File: src/rtl/svm_pkg.sv
// Shared widths, constants, sector codes and the duty rounding function.
`timescale 1ns / 1ps
`default_nettype none
package svm_pkg;

    localparam int COORD_WIDTH = 16;
    localparam int DUTY_WIDTH  = 16;
    localparam int SECT_WIDTH  = 3;

    // A = alpha * 2^16, K = beta * round(2^16 / sqrt 3); both fit PROD_W signed
    localparam int PROD_W = COORD_WIDTH + 17;
    localparam int TIME_W = PROD_W + 1;
    localparam int SUM_W  = TIME_W + 2;
    localparam int A_SHIFT = 16;

    localparam logic signed [PROD_W-1:0] INV_SQRT3_Q16 = PROD_W'(37837);

    // twice 1.0 at the internal scale, the clamp ceiling
    localparam logic signed [SUM_W-1:0] DUTY_FULL  = SUM_W'(1) <<< (COORD_WIDTH + 16);
    localparam logic signed [SUM_W-1:0] DUTY_ROUND = SUM_W'(1) <<< COORD_WIDTH;
    localparam int DUTY_SHIFT = COORD_WIDTH + 1;

    typedef enum logic [SECT_WIDTH-1:0] {
        SECT_1 = 3'd1,
        SECT_2 = 3'd2,
        SECT_3 = 3'd3,
        SECT_4 = 3'd4,
        SECT_5 = 3'd5,
        SECT_6 = 3'd6
    } t_sector;

    typedef struct packed {
        t_sector                   sector;
        logic signed [TIME_W-1:0]  tx;
        logic signed [TIME_W-1:0]  ty;
    } t_times;

    function automatic logic [DUTY_WIDTH-1:0] to_duty(input logic signed [SUM_W-1:0] v);
        logic signed [SUM_W-1:0] c;
        logic signed [SUM_W-1:0] u;
        if (v < 0) begin
            c = '0;
        end else if (v > DUTY_FULL) begin
            c = DUTY_FULL;
        end else begin
            c = v;
        end
        u = c + DUTY_ROUND;
        return DUTY_WIDTH'(u >>> DUTY_SHIFT);
    endfunction

endpackage
`default_nettype wire

File: src/rtl/svm_if.sv
// Request channels: modulation vector in, phase duties and sector out.
`timescale 1ns / 1ps
`default_nettype none
interface svm_vec_if import svm_pkg::*; ();
    logic                          valid;
    logic                          ready;
    logic signed [COORD_WIDTH-1:0] alpha_in;
    logic signed [COORD_WIDTH-1:0] beta_in;

    modport source (output valid, output alpha_in, output beta_in, input ready);
    modport sink   (input valid, input alpha_in, input beta_in, output ready);
endinterface

interface svm_duty_if import svm_pkg::*; ();
    logic                  valid;
    logic                  ready;
    logic [DUTY_WIDTH-1:0] duty_a;
    logic [DUTY_WIDTH-1:0] duty_b;
    logic [DUTY_WIDTH-1:0] duty_c;
    logic [SECT_WIDTH-1:0] sector_out;

    modport source (output valid, output duty_a, output duty_b, output duty_c,
                    output sector_out, input ready);
    modport sink   (input valid, input duty_a, input duty_b, input duty_c,
                    input sector_out, output ready);
endinterface
`default_nettype wire

File: src/rtl/space_vector_modulator.sv
// Space vector modulator: sector and three phase duties from an alpha-beta vector.
//
// Channels: i_vec takes one request of alpha_in and beta_in, signed Q1.15.
// o_duty returns one request per input: duty_a, duty_b, duty_c (0 to 32768,
// 32768 is full duty, clamped outside the hexagon) and sector_out (1 to 6).
// Four register stages lie between acceptance and o_duty.valid: scaling
// multiply, sector and active times, duty levels, clamp and rounding
// into the output register.
// Throughput: one request per cycle, sustained while o_duty.ready stays high.
// Reset clears the stage valid bits only; the pipeline comes out empty and
// i_vec.ready is high in the first cycle after reset.
// When the receiver holds o_duty.ready low the output request stays put and
// each stage keeps taking requests until it is full; bubbles close up, and
// i_vec.ready drops only once every stage holds a request.
`timescale 1ns / 1ps
`default_nettype none
module space_vector_modulator import svm_pkg::*; (
    input  wire logic  i_clk,
    input  wire logic  i_rst_n,
    svm_vec_if.sink    i_vec,
    svm_duty_if.source o_duty
);

    logic   times_valid;
    logic   times_ready;
    t_times times;

    svm_sector u_sector (
        .i_clk   (i_clk),
        .i_rst_n (i_rst_n),
        .i_vec   (i_vec),
        .o_valid (times_valid),
        .o_times (times),
        .i_ready (times_ready)
    );

    svm_duty u_duty (
        .i_clk   (i_clk),
        .i_rst_n (i_rst_n),
        .i_valid (times_valid),
        .i_times (times),
        .o_ready (times_ready),
        .o_duty  (o_duty)
    );

endmodule
`default_nettype wire

File: src/rtl/svm_sector.sv
// Scaling multiply, sector decision and active-vector times (two stages).
`timescale 1ns / 1ps
`default_nettype none
module svm_sector import svm_pkg::*; (
    input  wire logic i_clk,
    input  wire logic i_rst_n,
    svm_vec_if.sink   i_vec,
    output logic      o_valid,
    output t_times    o_times,
    input  wire logic i_ready
);

    logic                     r_v1;
    logic signed [PROD_W-1:0] r_a;
    logic signed [PROD_W-1:0] r_k;
    logic                     r_aneg;
    logic                     r_bneg;
    logic                     r_v2;
    t_times                   r_times;

    logic                     en1;
    logic                     en2;
    logic signed [PROD_W-1:0] a_ext;
    logic signed [PROD_W-1:0] b_ext;
    logic signed [TIME_W-1:0] a_x;
    logic signed [TIME_W-1:0] k_x;
    logic signed [TIME_W-1:0] k2_x;
    t_sector                  sec;
    t_times                   n_times;

    assign en2         = !r_v2 || i_ready;
    assign en1         = !r_v1 || en2;
    assign i_vec.ready = en1;
    assign o_valid     = r_v2;
    assign o_times     = r_times;

    assign a_ext = PROD_W'(i_vec.alpha_in);
    assign b_ext = PROD_W'(i_vec.beta_in);

    always_ff @(posedge i_clk) begin
        if (!i_rst_n) begin
            r_v1 <= 1'b0;
            r_v2 <= 1'b0;
        end else begin
            if (en1) begin
                r_v1 <= i_vec.valid;
            end
            if (en2) begin
                r_v2 <= r_v1;
            end
        end
    end

    always_ff @(posedge i_clk) begin
        if (en1 && i_vec.valid) begin
            r_a    <= a_ext <<< A_SHIFT;
            r_k    <= b_ext * INV_SQRT3_Q16;
            r_aneg <= i_vec.alpha_in[COORD_WIDTH-1];
            r_bneg <= i_vec.beta_in[COORD_WIDTH-1];
        end
        if (en2 && r_v1) begin
            r_times <= n_times;
        end
    end

    always_comb begin
        a_x  = TIME_W'(r_a);
        k_x  = TIME_W'(r_k);
        k2_x = k_x <<< 1;
        if (!r_bneg) begin
            if (!r_aneg) begin
                sec = (k_x > a_x) ? SECT_2 : SECT_1;
            end else begin
                sec = (-k_x > a_x) ? SECT_3 : SECT_2;
            end
        end else begin
            if (!r_aneg) begin
                sec = (-k_x > a_x) ? SECT_5 : SECT_6;
            end else begin
                sec = (k_x > a_x) ? SECT_4 : SECT_5;
            end
        end
        n_times.sector = sec;
        unique case (sec)
            SECT_1: begin
                n_times.tx = a_x - k_x;
                n_times.ty = k2_x;
            end
            SECT_2: begin
                n_times.tx = k_x - a_x;
                n_times.ty = a_x + k_x;
            end
            SECT_3: begin
                n_times.tx = k2_x;
                n_times.ty = -a_x - k_x;
            end
            SECT_4: begin
                n_times.tx = -k2_x;
                n_times.ty = k_x - a_x;
            end
            SECT_5: begin
                n_times.tx = -a_x - k_x;
                n_times.ty = a_x - k_x;
            end
            default: begin
                n_times.tx = a_x + k_x;
                n_times.ty = -k2_x;
            end
        endcase
    end

endmodule
`default_nettype wire

File: src/rtl/svm_duty.sv
// Duty levels, phase ordering, clamp and rounding into the output register.
`timescale 1ns / 1ps
`default_nettype none
module svm_duty import svm_pkg::*; (
    input  wire logic  i_clk,
    input  wire logic  i_rst_n,
    input  wire logic  i_valid,
    input  wire t_times i_times,
    output logic       o_ready,
    svm_duty_if.source o_duty
);

    logic                    r_v3;
    logic signed [SUM_W-1:0] r_lo;
    logic signed [SUM_W-1:0] r_mid;
    logic signed [SUM_W-1:0] r_hi;
    t_sector                 r_sec3;
    logic                    r_v4;
    logic [DUTY_WIDTH-1:0]   r_duty_a;
    logic [DUTY_WIDTH-1:0]   r_duty_b;
    logic [DUTY_WIDTH-1:0]   r_duty_c;
    t_sector                 r_sec4;

    logic                    en3;
    logic                    en4;
    logic signed [SUM_W-1:0] tx_x;
    logic signed [SUM_W-1:0] ty_x;
    logic signed [SUM_W-1:0] lvl_a;
    logic signed [SUM_W-1:0] lvl_b;
    logic signed [SUM_W-1:0] lvl_c;

    assign en4     = !r_v4 || o_duty.ready;
    assign en3     = !r_v3 || en4;
    assign o_ready = en3;

    assign tx_x = SUM_W'(i_times.tx);
    assign ty_x = SUM_W'(i_times.ty);

    assign o_duty.valid      = r_v4;
    assign o_duty.duty_a     = r_duty_a;
    assign o_duty.duty_b     = r_duty_b;
    assign o_duty.duty_c     = r_duty_c;
    assign o_duty.sector_out = r_sec4;

    always_ff @(posedge i_clk) begin
        if (!i_rst_n) begin
            r_v3 <= 1'b0;
            r_v4 <= 1'b0;
        end else begin
            if (en3) begin
                r_v3 <= i_valid;
            end
            if (en4) begin
                r_v4 <= r_v3;
            end
        end
    end

    always_ff @(posedge i_clk) begin
        if (en3 && i_valid) begin
            r_lo   <= DUTY_FULL - tx_x - ty_x;
            r_mid  <= DUTY_FULL + tx_x - ty_x;
            r_hi   <= DUTY_FULL + tx_x + ty_x;
            r_sec3 <= i_times.sector;
        end
        if (en4 && r_v3) begin
            r_duty_a <= to_duty(lvl_a);
            r_duty_b <= to_duty(lvl_b);
            r_duty_c <= to_duty(lvl_c);
            r_sec4   <= r_sec3;
        end
    end

    always_comb begin
        unique case (r_sec3)
            SECT_1: begin
                lvl_a = r_lo;
                lvl_b = r_mid;
                lvl_c = r_hi;
            end
            SECT_2: begin
                lvl_a = r_mid;
                lvl_b = r_lo;
                lvl_c = r_hi;
            end
            SECT_3: begin
                lvl_a = r_hi;
                lvl_b = r_lo;
                lvl_c = r_mid;
            end
            SECT_4: begin
                lvl_a = r_hi;
                lvl_b = r_mid;
                lvl_c = r_lo;
            end
            SECT_5: begin
                lvl_a = r_mid;
                lvl_b = r_hi;
                lvl_c = r_lo;
            end
            default: begin
                lvl_a = r_lo;
                lvl_b = r_hi;
                lvl_c = r_mid;
            end
        endcase
    end

endmodule
`default_nettype wire

File: src/flat_wrapper.sv
// flat-port wrapper written by rule: the top's interface ports become plain ports
module space_vector_modulator_flat import svm_pkg::*;
  (i_clk, i_rst_n, i_vec_valid, i_vec_alpha_in, i_vec_beta_in, i_vec_ready, o_duty_valid, o_duty_duty_a, o_duty_duty_b, o_duty_duty_c, o_duty_sector_out, o_duty_ready);
  svm_vec_if i_vec_i ();
  svm_duty_if o_duty_i ();
  input  wire logic i_clk;
  input  wire logic i_rst_n;
  input wire logic [$bits(i_vec_i.valid)-1:0] i_vec_valid;
  input wire logic [$bits(i_vec_i.alpha_in)-1:0] i_vec_alpha_in;
  input wire logic [$bits(i_vec_i.beta_in)-1:0] i_vec_beta_in;
  output wire logic [$bits(i_vec_i.ready)-1:0] i_vec_ready;
  output wire logic [$bits(o_duty_i.valid)-1:0] o_duty_valid;
  output wire logic [$bits(o_duty_i.duty_a)-1:0] o_duty_duty_a;
  output wire logic [$bits(o_duty_i.duty_b)-1:0] o_duty_duty_b;
  output wire logic [$bits(o_duty_i.duty_c)-1:0] o_duty_duty_c;
  output wire logic [$bits(o_duty_i.sector_out)-1:0] o_duty_sector_out;
  input wire logic [$bits(o_duty_i.ready)-1:0] o_duty_ready;
  assign i_vec_i.valid = i_vec_valid;
  assign i_vec_i.alpha_in = i_vec_alpha_in;
  assign i_vec_i.beta_in = i_vec_beta_in;
  assign i_vec_ready = i_vec_i.ready;
  assign o_duty_valid = o_duty_i.valid;
  assign o_duty_duty_a = o_duty_i.duty_a;
  assign o_duty_duty_b = o_duty_i.duty_b;
  assign o_duty_duty_c = o_duty_i.duty_c;
  assign o_duty_sector_out = o_duty_i.sector_out;
  assign o_duty_i.ready = o_duty_ready;
  space_vector_modulator u_core (.i_clk(i_clk), .i_rst_n(i_rst_n), .i_vec(i_vec_i), .o_duty(o_duty_i));
endmodule
File: config.mk
export PLATFORM = sky130hd
export DESIGN_NAME = space_vector_modulator_flat
export DESIGN_NICKNAME = d
export VERILOG_FILES = /design/src/rtl/svm_pkg.sv /design/src/rtl/svm_if.sv /design/src/rtl/space_vector_modulator.sv /design/src/rtl/svm_sector.sv /design/src/rtl/svm_duty.sv /design/src/flat_wrapper.sv
export SDC_FILE = /design/constraint.sdc
export NUM_CORES = 1
export LEC_CHECK = 0
export CAP_MARGIN = 25
export CORE_ASPECT_RATIO = 1.2
export CORE_UTILIZATION = 31
export CTS_CLUSTER_DIAMETER = 200
export DETAILED_ROUTE_END_ITERATION = 8
export DONT_BUFFER_PORTS = 1
export HOLD_SLACK_MARGIN = 0.05
export PLACE_DENSITY = 0.5
export SLEW_MARGIN = 20
export SYNTH_ARGS = -nofsm -noshare
export SYNTH_HDL_FRONTEND = slang
export SYNTH_SLANG_ARGS = --single-unit
File: constraint.sdc
create_clock -name i_clk -period 11.3 [get_ports i_clk]
set_input_delay 2.26 -clock i_clk [delete_from_list [all_inputs] [get_ports i_clk]]
set_output_delay 2.26 -clock i_clk [all_outputs]
set_load 0.05 [all_outputs]
==> impl_metrics.ini, run 1 <==
[global_routing]
grt_max_degree = 93
via_count_of_the_first_global_routing_pass = 24710
met1_usage_pct = 21.0
gr-usage-all-layers_pct = 17.2
grt_pass1_wl_mm = 139
grt.met2_usage_pct = 30.5
antenna_found_initial = 11
busiest_layer = met2
globalRoute.totalOverflow = 0
grtUsageMet3_pct = 2.27

[route]
detail_route.vias_per_cell = 5.34
drt_pre_antenna_iters = 8
drt.antenna.violating_nets = 0
detail_route.wl_per_cell_um = 18.9
via_count = 25215
remaining_drcs = 0
drt-initial-drc-count = 1580
totalWireLength_mm = 89.1

[sta]
finClkSkew_ns = 0.0306
final_critical_path_time_including_i_o_delays_and_setup_ns = 8.13
worst_margin_slew_ns = 1.06
setup_viol = 0
hold_ws_ns = 0.471
sum_of_negative_setup_slack_ns = 0
grt_setup_unrepaired = false
timing.slew.headroom_pct = 29.3
achievable_frequency_mhz = 123
slew_violations = 0
finalCritPeriodShare_pct = 71.9
hold_viol_final = 0

[synthesis]
synth_top_area_cell = sky130_fd_sc_hd__edfxtp_1
synth_fp_nets = 4031
synth.cell_area_um2 = 30900
ys.flop_type = sky130_fd_sc_hd__edfxtp_1
flops_latches_synth = 285
synth_edf_count = 281
synthMostInstantiatedCell = sky130_fd_sc_hd__ha_1
synth_async_sr_flop_share_pct = 0
synthTopCellsByCount = 418 x sky130_fd_sc_hd__ha_1, 365 x sky130_fd_sc_hd__inv_1, 287 x sky130_fd_sc_hd__nor2_1
mapped_avg_cell_area_um2 = 8.84
synth_area_leaders = sky130_fd_sc_hd__edfxtp_1 27%, sky130_fd_sc_hd__ha_1 17%, sky130_fd_sc_hd__fa_1 5.4%
yosysWarningCount = 0
synthCells = 3493
synth_sequential_area_ratio_pct = 27.6
synthDistinctLibCells = 89
yosysTopAreaCellShare_pct = 27.3

[power_and_ir_drop]
power_density_nw_per_um2 = 254
worst_ir_drop_vdd_uv = 123
combPwrFrac_pct = 65.8
leakage_power_summed_over_all_cells_uw = 0.0137
net-switching-power_uw = 3980
power.share.sequential_pct = 21.7
internal-power_uw = 4460
share_clk_of_total_power_pct = 12.5
power_switching_share_pct = 47.1
totalPowerFinal_uw = 8440

[clock_network]
tritoncts = done
clockRootBuffer = sky130_fd_sc_hd__clkbuf_16
h-tree-depth = 2
post_cts_resize_count = 0
cts_made_buffers = 34
count_of_buffers_added_by_post_cts_timing_repair_for_setup = 0
clk-insertion-delay-late_ns = 0.57
clk_path_buf_depth = 3
hold_buffers = 0
cts_sinks = 285
cts.reportedPaths.clkPinSlew_ns = 0.06

[final_layout]
finalNetCount = 3959
antenna-diode-count = 0
layout.area.seq_um2 = 8520
area_delta_synth_final_pct = 7.70
multi_input_area_um2 = 20400
layout.filler_cells = 10140
post_route_cells_drive_above_1_share_pct = 3.98

[place]
hpwlAfterDp_mm = 70.7
routabilityCongestion = 0.912
placement.io_buffers = 0

[setup_path]
critical_path.max_stage_delay_ns = 0.54
timing.critical_path.mode_cell = sky130_fd_sc_hd__fa_1
worst-endpoint-required_ns = 11.61
path_cells = inv_1, fa_1, fa_1, inv_1, fa_1, fa_1, inv_1, fa_1, fa_1, inv_1, ha_1, nand3_1, nor4b_1, or4_1, a31o_2, a21oi_1, o31ai_1, a221oi_1, o21ai_1, a221oi_1, xnor2_1
cp-start-kind = input pin
worstPathArrival_ns = 8.44
critical_path_top_delay_cell = sky130_fd_sc_hd__fa_1
max_fanout_on_critical_path = 7
timing.setup.critical_path_class = in -> reg
worstSetupEndpointType = flip-flop

[floorplan]
num_io_pins = 89
start_util_pct = 31.3
rows = 126
floorplan.die_area_um2 = 101000
die_height_um = 348
die_width_um = 290
placeableCoreArea_um2 = 98500

[hold_path]
hold_path.class = reg -> reg

[outcome]
run_status = finished, final reports clean

[flow_run]
maxCapViolations = 0
## final cells by class
type	count	share of cell area, %
Timing Repair Buffer	33	0.745
Multi-Input combinational cell	2695	61.4
Tap cell	1280	4.82
Clock inverter	18	0.501
Clock buffer	43	2.66
Sequential cell	285	25.6
Inverter	372	4.20
## power groups by stage
stage / Clock [uW] / Sequential [uW] / Combinational [uW]
finish: 1050 / 1830 / 5560
global route: 1130 / 1860 / 6220
CTS: 1100 / 1830 / 5540
detailed placement: 0 / 1850 / 5510
global placement: 0 / 1840 / 5510
floorplan: 0 / 1760 / 4260
## metal layers
layer	part of all wire [%]	vias up
li1	-	12478
met1	43	11865
met2	48	690
met3	4.5	160
met4	3.7	22
met5	0.17	-
## placed cells by master (no fill, tap or decap), drive strengths merged, types with 84 or more instances in the layout
cell and n:
o21ai 224, ha 418, inv 370, xnor2 191, fa 84, a21oi 257
nor3 98, nor2 287, nand2 217, edfxtp 281
## metrics by stage
| step | instances | util, % | setup slack [ns] | cell area, um^2 |
|---|---|---|---|---|
| 2_1_floorplan | 3493 | - | 0.329 | 30900 |
| 5_1_grt | 4726 | 33.7 | 2.88 | 33200 |
| 4_1_cts | 4725 | 33.7 | 3.14 | 33200 |
| 3_3_place_gp | 4663 | 32.7 | 2.61 | 32200 |
| 6_report | 4726 | 33.7 | 3.17 | 33200 |
| 3_5_place_dp | 4664 | 32.7 | 2.52 | 32200 |
## cell families (layout without fill, tap and decap cells)
| family | after synthesis | count (layout) | synth area share [%] |
|---|---|---|---|
| muxes | 28 | 28 | 0.924 |
| xor gates and xnor gates | 248 | 248 | 7.06 |
| AOI/OAI and AO/OA | 989 | 989 | 21.2 |
| buffers and inverters | 513 | 466 | 6.43 |
| adders and majority gates | 502 | 502 | 22.4 |
| DFF | 285 | 285 | 27.6 |
| and+or+nand+nor | 928 | 928 | 14.4 |
## sequential cells by signal, indices dropped and copies added (netlist names), 3 cells and up
name	flops
u_core.u_duty.r_lo	35
u_core.u_sector.o_times	71
u_core.u_duty.r_hi	36
u_core.u_duty.o_duty.sector_out	3
u_core.u_sector.r_a	15
u_core.u_duty.r_sec3	3
u_core.u_duty.r_mid	35
u_core.u_duty.o_duty.duty_b	16
u_core.u_duty.o_duty.duty_c	16
u_core.u_sector.r_k	33
u_core.u_duty.o_duty.duty_a	16
## worst paths after layout
check | start | end | slack, ns | cells after the start
max | i_vec_beta_in[4] | u_core.u_sector.r_k[32] | 3.17 | 21
min | u_core.u_sector.o_times[68] | u_core.u_duty.r_sec3[0] | 0.47 | 0
max reg2reg | u_core.u_sector.r_k[1] | u_core.u_sector.o_times[38] | 4.01 | 18
min reg2reg | u_core.u_sector.o_times[68] | u_core.u_duty.r_sec3[0] | 0.47 | 0
## worst max-delay path: cells and delay by family
| family | cells | cell delay [ns] |
|---|---|---|
| buffers and inverters | 4 | 0.21 |
| xor gates and xnor gates | 1 | 0.11 |
| adders and majority gates | 7 | 3.41 |
| AOI/OAI and AO/OA | 6 | 1.75 |
| and+or+nand+nor | 3 | 0.69 |
(Power assumes the default switching activity.)
==> inputs of run 2 (changes only) <==
clock period = 6.8 ns   (was 11.3 ns; I/O delays follow)
==> run 2 against run 1 <==
Effect of this change: wire length rose by 0.39%; sequential cell count did not move; first-iteration DRC count fell by 1.7%; setup slack got worse by 2.8 ns; highest routed layer unchanged.
==> impl_metrics.ini, run 2 (same netlist as run 1, synthesis figures left out) <==
[outcome]
run_status = finished, final reports clean

[final_layout]
layout.filler_cells = 10158
multi_input_area_um2 = 20500
number_of_flip_flops_under_the_largest_register_name = 71
most-common-layout-cells = 416 x sky130_fd_sc_hd__ha_1, 364 x sky130_fd_sc_hd__inv_1, 284 x sky130_fd_sc_hd__nor2_1
layout.area.seq_um2 = 8520
post_route_cells_drive_above_1_share_pct = 7.00
area_delta_synth_final_pct = 11.0
finalNetCount = 4056
most_common_cell_after_layout_fill_and_taps_aside = sky130_fd_sc_hd__ha_1
antenna-diode-count = 0

[sta]
final_critical_path_time_including_i_o_delays_and_setup_ns = 6.40
finalCritPeriodShare_pct = 94.1
setup_slack_ns = 0.398
grt_setup_unrepaired = false
slew_violations = 0
worst_margin_slew_ns = 0.997
timing.slew.headroom_pct = 33.5
hold_viol_final = 0
achievable_frequency_mhz = 156
setup_viol = 0
finClkSkew_ns = 0.0463

[setup_path]
max_fanout_on_critical_path = 7
timing.critical_path.mode_cell = sky130_fd_sc_hd__fa_1
worstPathArrival_ns = 6.73
reg2reg_depth = 25
critical_path_top_delay_cell = sky130_fd_sc_hd__fa_1
cp-start-kind = input pin
reg_to_reg_setup_timing_slack_ns = 0.47
timing.setup.critical_path_class = in -> reg
path_cells = fa_1, fa_1, inv_1, fa_1, fa_1, inv_1, fa_1, fa_1, inv_1, ha_4, a21o_1, a21o_1, a21o_1, o31a_1, o311a_1, a21oi_2, o2111a_1, o21ai_0, a31o_2, a31oi_1, xnor2_1
rr_startpoint = u_core.u_sector.r_k[12]
critical_path.max_stage_delay_ns = 0.54
worst-endpoint-required_ns = 7.13
critical_path.reg2reg.endpoint = u_core.u_sector.o_times[47]
worstSetupEndpointType = flip-flop

[global_routing]
gr-usage-all-layers_pct = 17.4
grt_max_degree = 79
via_count_of_the_first_global_routing_pass = 25145
antenna_found_initial = 10
globalRoute.totalOverflow = 0
grt_pass1_wl_mm = 140

[floorplan]
placeableCoreArea_um2 = 98500
die_width_um = 290
num_io_pins = 89
start_util_pct = 31.3
rows = 126
floorplan.die_area_um2 = 101000
die_height_um = 348

[clock_network]
count_of_buffers_added_by_post_cts_timing_repair_for_setup = 0
hold_buffers = 0
clockRootBuffer = sky130_fd_sc_hd__clkbuf_16
tritoncts = done
cts.reportedPaths.clkPinSlew_ns = 0.06
post_cts_resize_count = 0
cts_sinks = 285
h-tree-depth = 2
clk_path_buf_depth = 3
cts_made_buffers = 35
clk-insertion-delay-late_ns = 0.58

[power_and_ir_drop]
totalPowerFinal_uw = 14700
worst_ir_drop_vdd_uv = 301
power_density_nw_per_um2 = 429
leakage_power_summed_over_all_cells_uw = 0.0143

[route]
drt_pre_antenna_iters = 8
drt-initial-drc-count = 1553
totalWireLength_mm = 89.4
remaining_drcs = 0
via_count = 25500
detail_route.vias_per_cell = 5.28
detail_route.wl_per_cell_um = 18.5
drt.antenna.violating_nets = 0

[hold_path]
min-delay-start = u_core.u_sector.o_times[68]
hold-path-cell-count = 0
hold_path.class = reg -> reg
worst_hold_path.endpoint = u_core.u_duty.r_sec3[0]

[place]
pre_cts_ws_ns = -0.236
routabilityCongestion = 0.903
placement.io_buffers = 0
hpwlAfterDp_mm = 72.3

[flow_run]
maxCapViolations = 0
-- run 2: cell types whose count changed in the layout (fill, tap and decap cells not counted), moves of 2 or more --
| cell | delta |
|---|---|
| sky130_fd_sc_hd__buf_4 | +86 |
| sky130_fd_sc_hd__buf_12 | +9 |
| sky130_fd_sc_hd__clkbuf_1 | -6 |
| sky130_fd_sc_hd__a21oi_1 | -3 |
| sky130_fd_sc_hd__clkinv_1 | +3 |
| sky130_fd_sc_hd__a21oi_2 | +2 |
| sky130_fd_sc_hd__a221oi_1 | -2 |
| sky130_fd_sc_hd__a221oi_2 | +2 |
| sky130_fd_sc_hd__clkbuf_16 | +2 |
| sky130_fd_sc_hd__clkinvlp_4 | +2 |
| sky130_fd_sc_hd__ha_1 | -2 |
| sky130_fd_sc_hd__ha_4 | +2 |
-- run 2: worst max path at each step --
stage / startpoint / end / slack, ns / depth (start not counted)
2_1_floorplan: i_vec_beta_in[6] / u_core.u_sector.r_k[32] / 0.005 / 20
3_3_place_gp: i_vec_beta_in[6] / u_core.u_sector.r_k[28] / -0.20 / 21
3_5_place_dp: i_vec_beta_in[6] / u_core.u_sector.r_k[28] / -0.24 / 21
4_1_cts: i_vec_beta_in[6] / u_core.u_sector.r_k[28] / 0.38 / 21
5_1_grt: i_vec_beta_in[4] / u_core.u_sector.r_k[31] / 0.14 / 22
6_report: i_vec_beta_in[6] / u_core.u_sector.r_k[31] / 0.40 / 21
-- run 2: worst max-delay path, delay by kind of cell --
kind                     cells  cell delay [ns]
XOR/XNOR                     1             0.08
buffers and inverters        3             0.16
adder cells (fa/ha/maj)      7             3.22
AO/OA/AOI/OAI               10             1.89
-- run 2: per-stage QoR --
step / instance area, um^2 / hold WS, ns / cells / utilization (%) / TNS, ns
detailed placement: 33100 / 0.460 / 4760 / 33.6 / -1.04
floorplan: 30900 / 0.400 / 3493 / - / 0
finish: 34300 / 0.487 / 4825 / 34.8 / 0
global route: 34300 / 0.496 / 4825 / 34.8 / 0
global placement: 33100 / 0.468 / 4760 / 33.6 / -0.782
CTS: 34200 / 0.481 / 4824 / 34.8 / 0
-- run 2: metal layers --
layer	part of all wire, %	vias up	GRT usage (%)
met5	0.12	-	0
met4	3.5	18	6.18
met3	4.2	169	2.19
met2	49	656	31.6
met1	43	11994	20.9
li1	-	12663	-
-- run 2: area by class of cell --
cell class                      count  share of cell area [%]
Clock buffer                       39                    2.66
Clock inverter                     25                   0.694
Inverter                          372                    4.08
Multi-Input combinational cell   2695                    59.9
Sequential cell                   285                    24.9
Tap cell                         1280                    4.68
Timing Repair Buffer              129                    3.16
-- run 2: power by group --
part	leakage [uW]	internal, uW	switching (uW)
combinational	0.0111	4110	5690
clock	0.000554	1090	769
sequential	0.00263	2670	371
total	0.0143	7870	6830
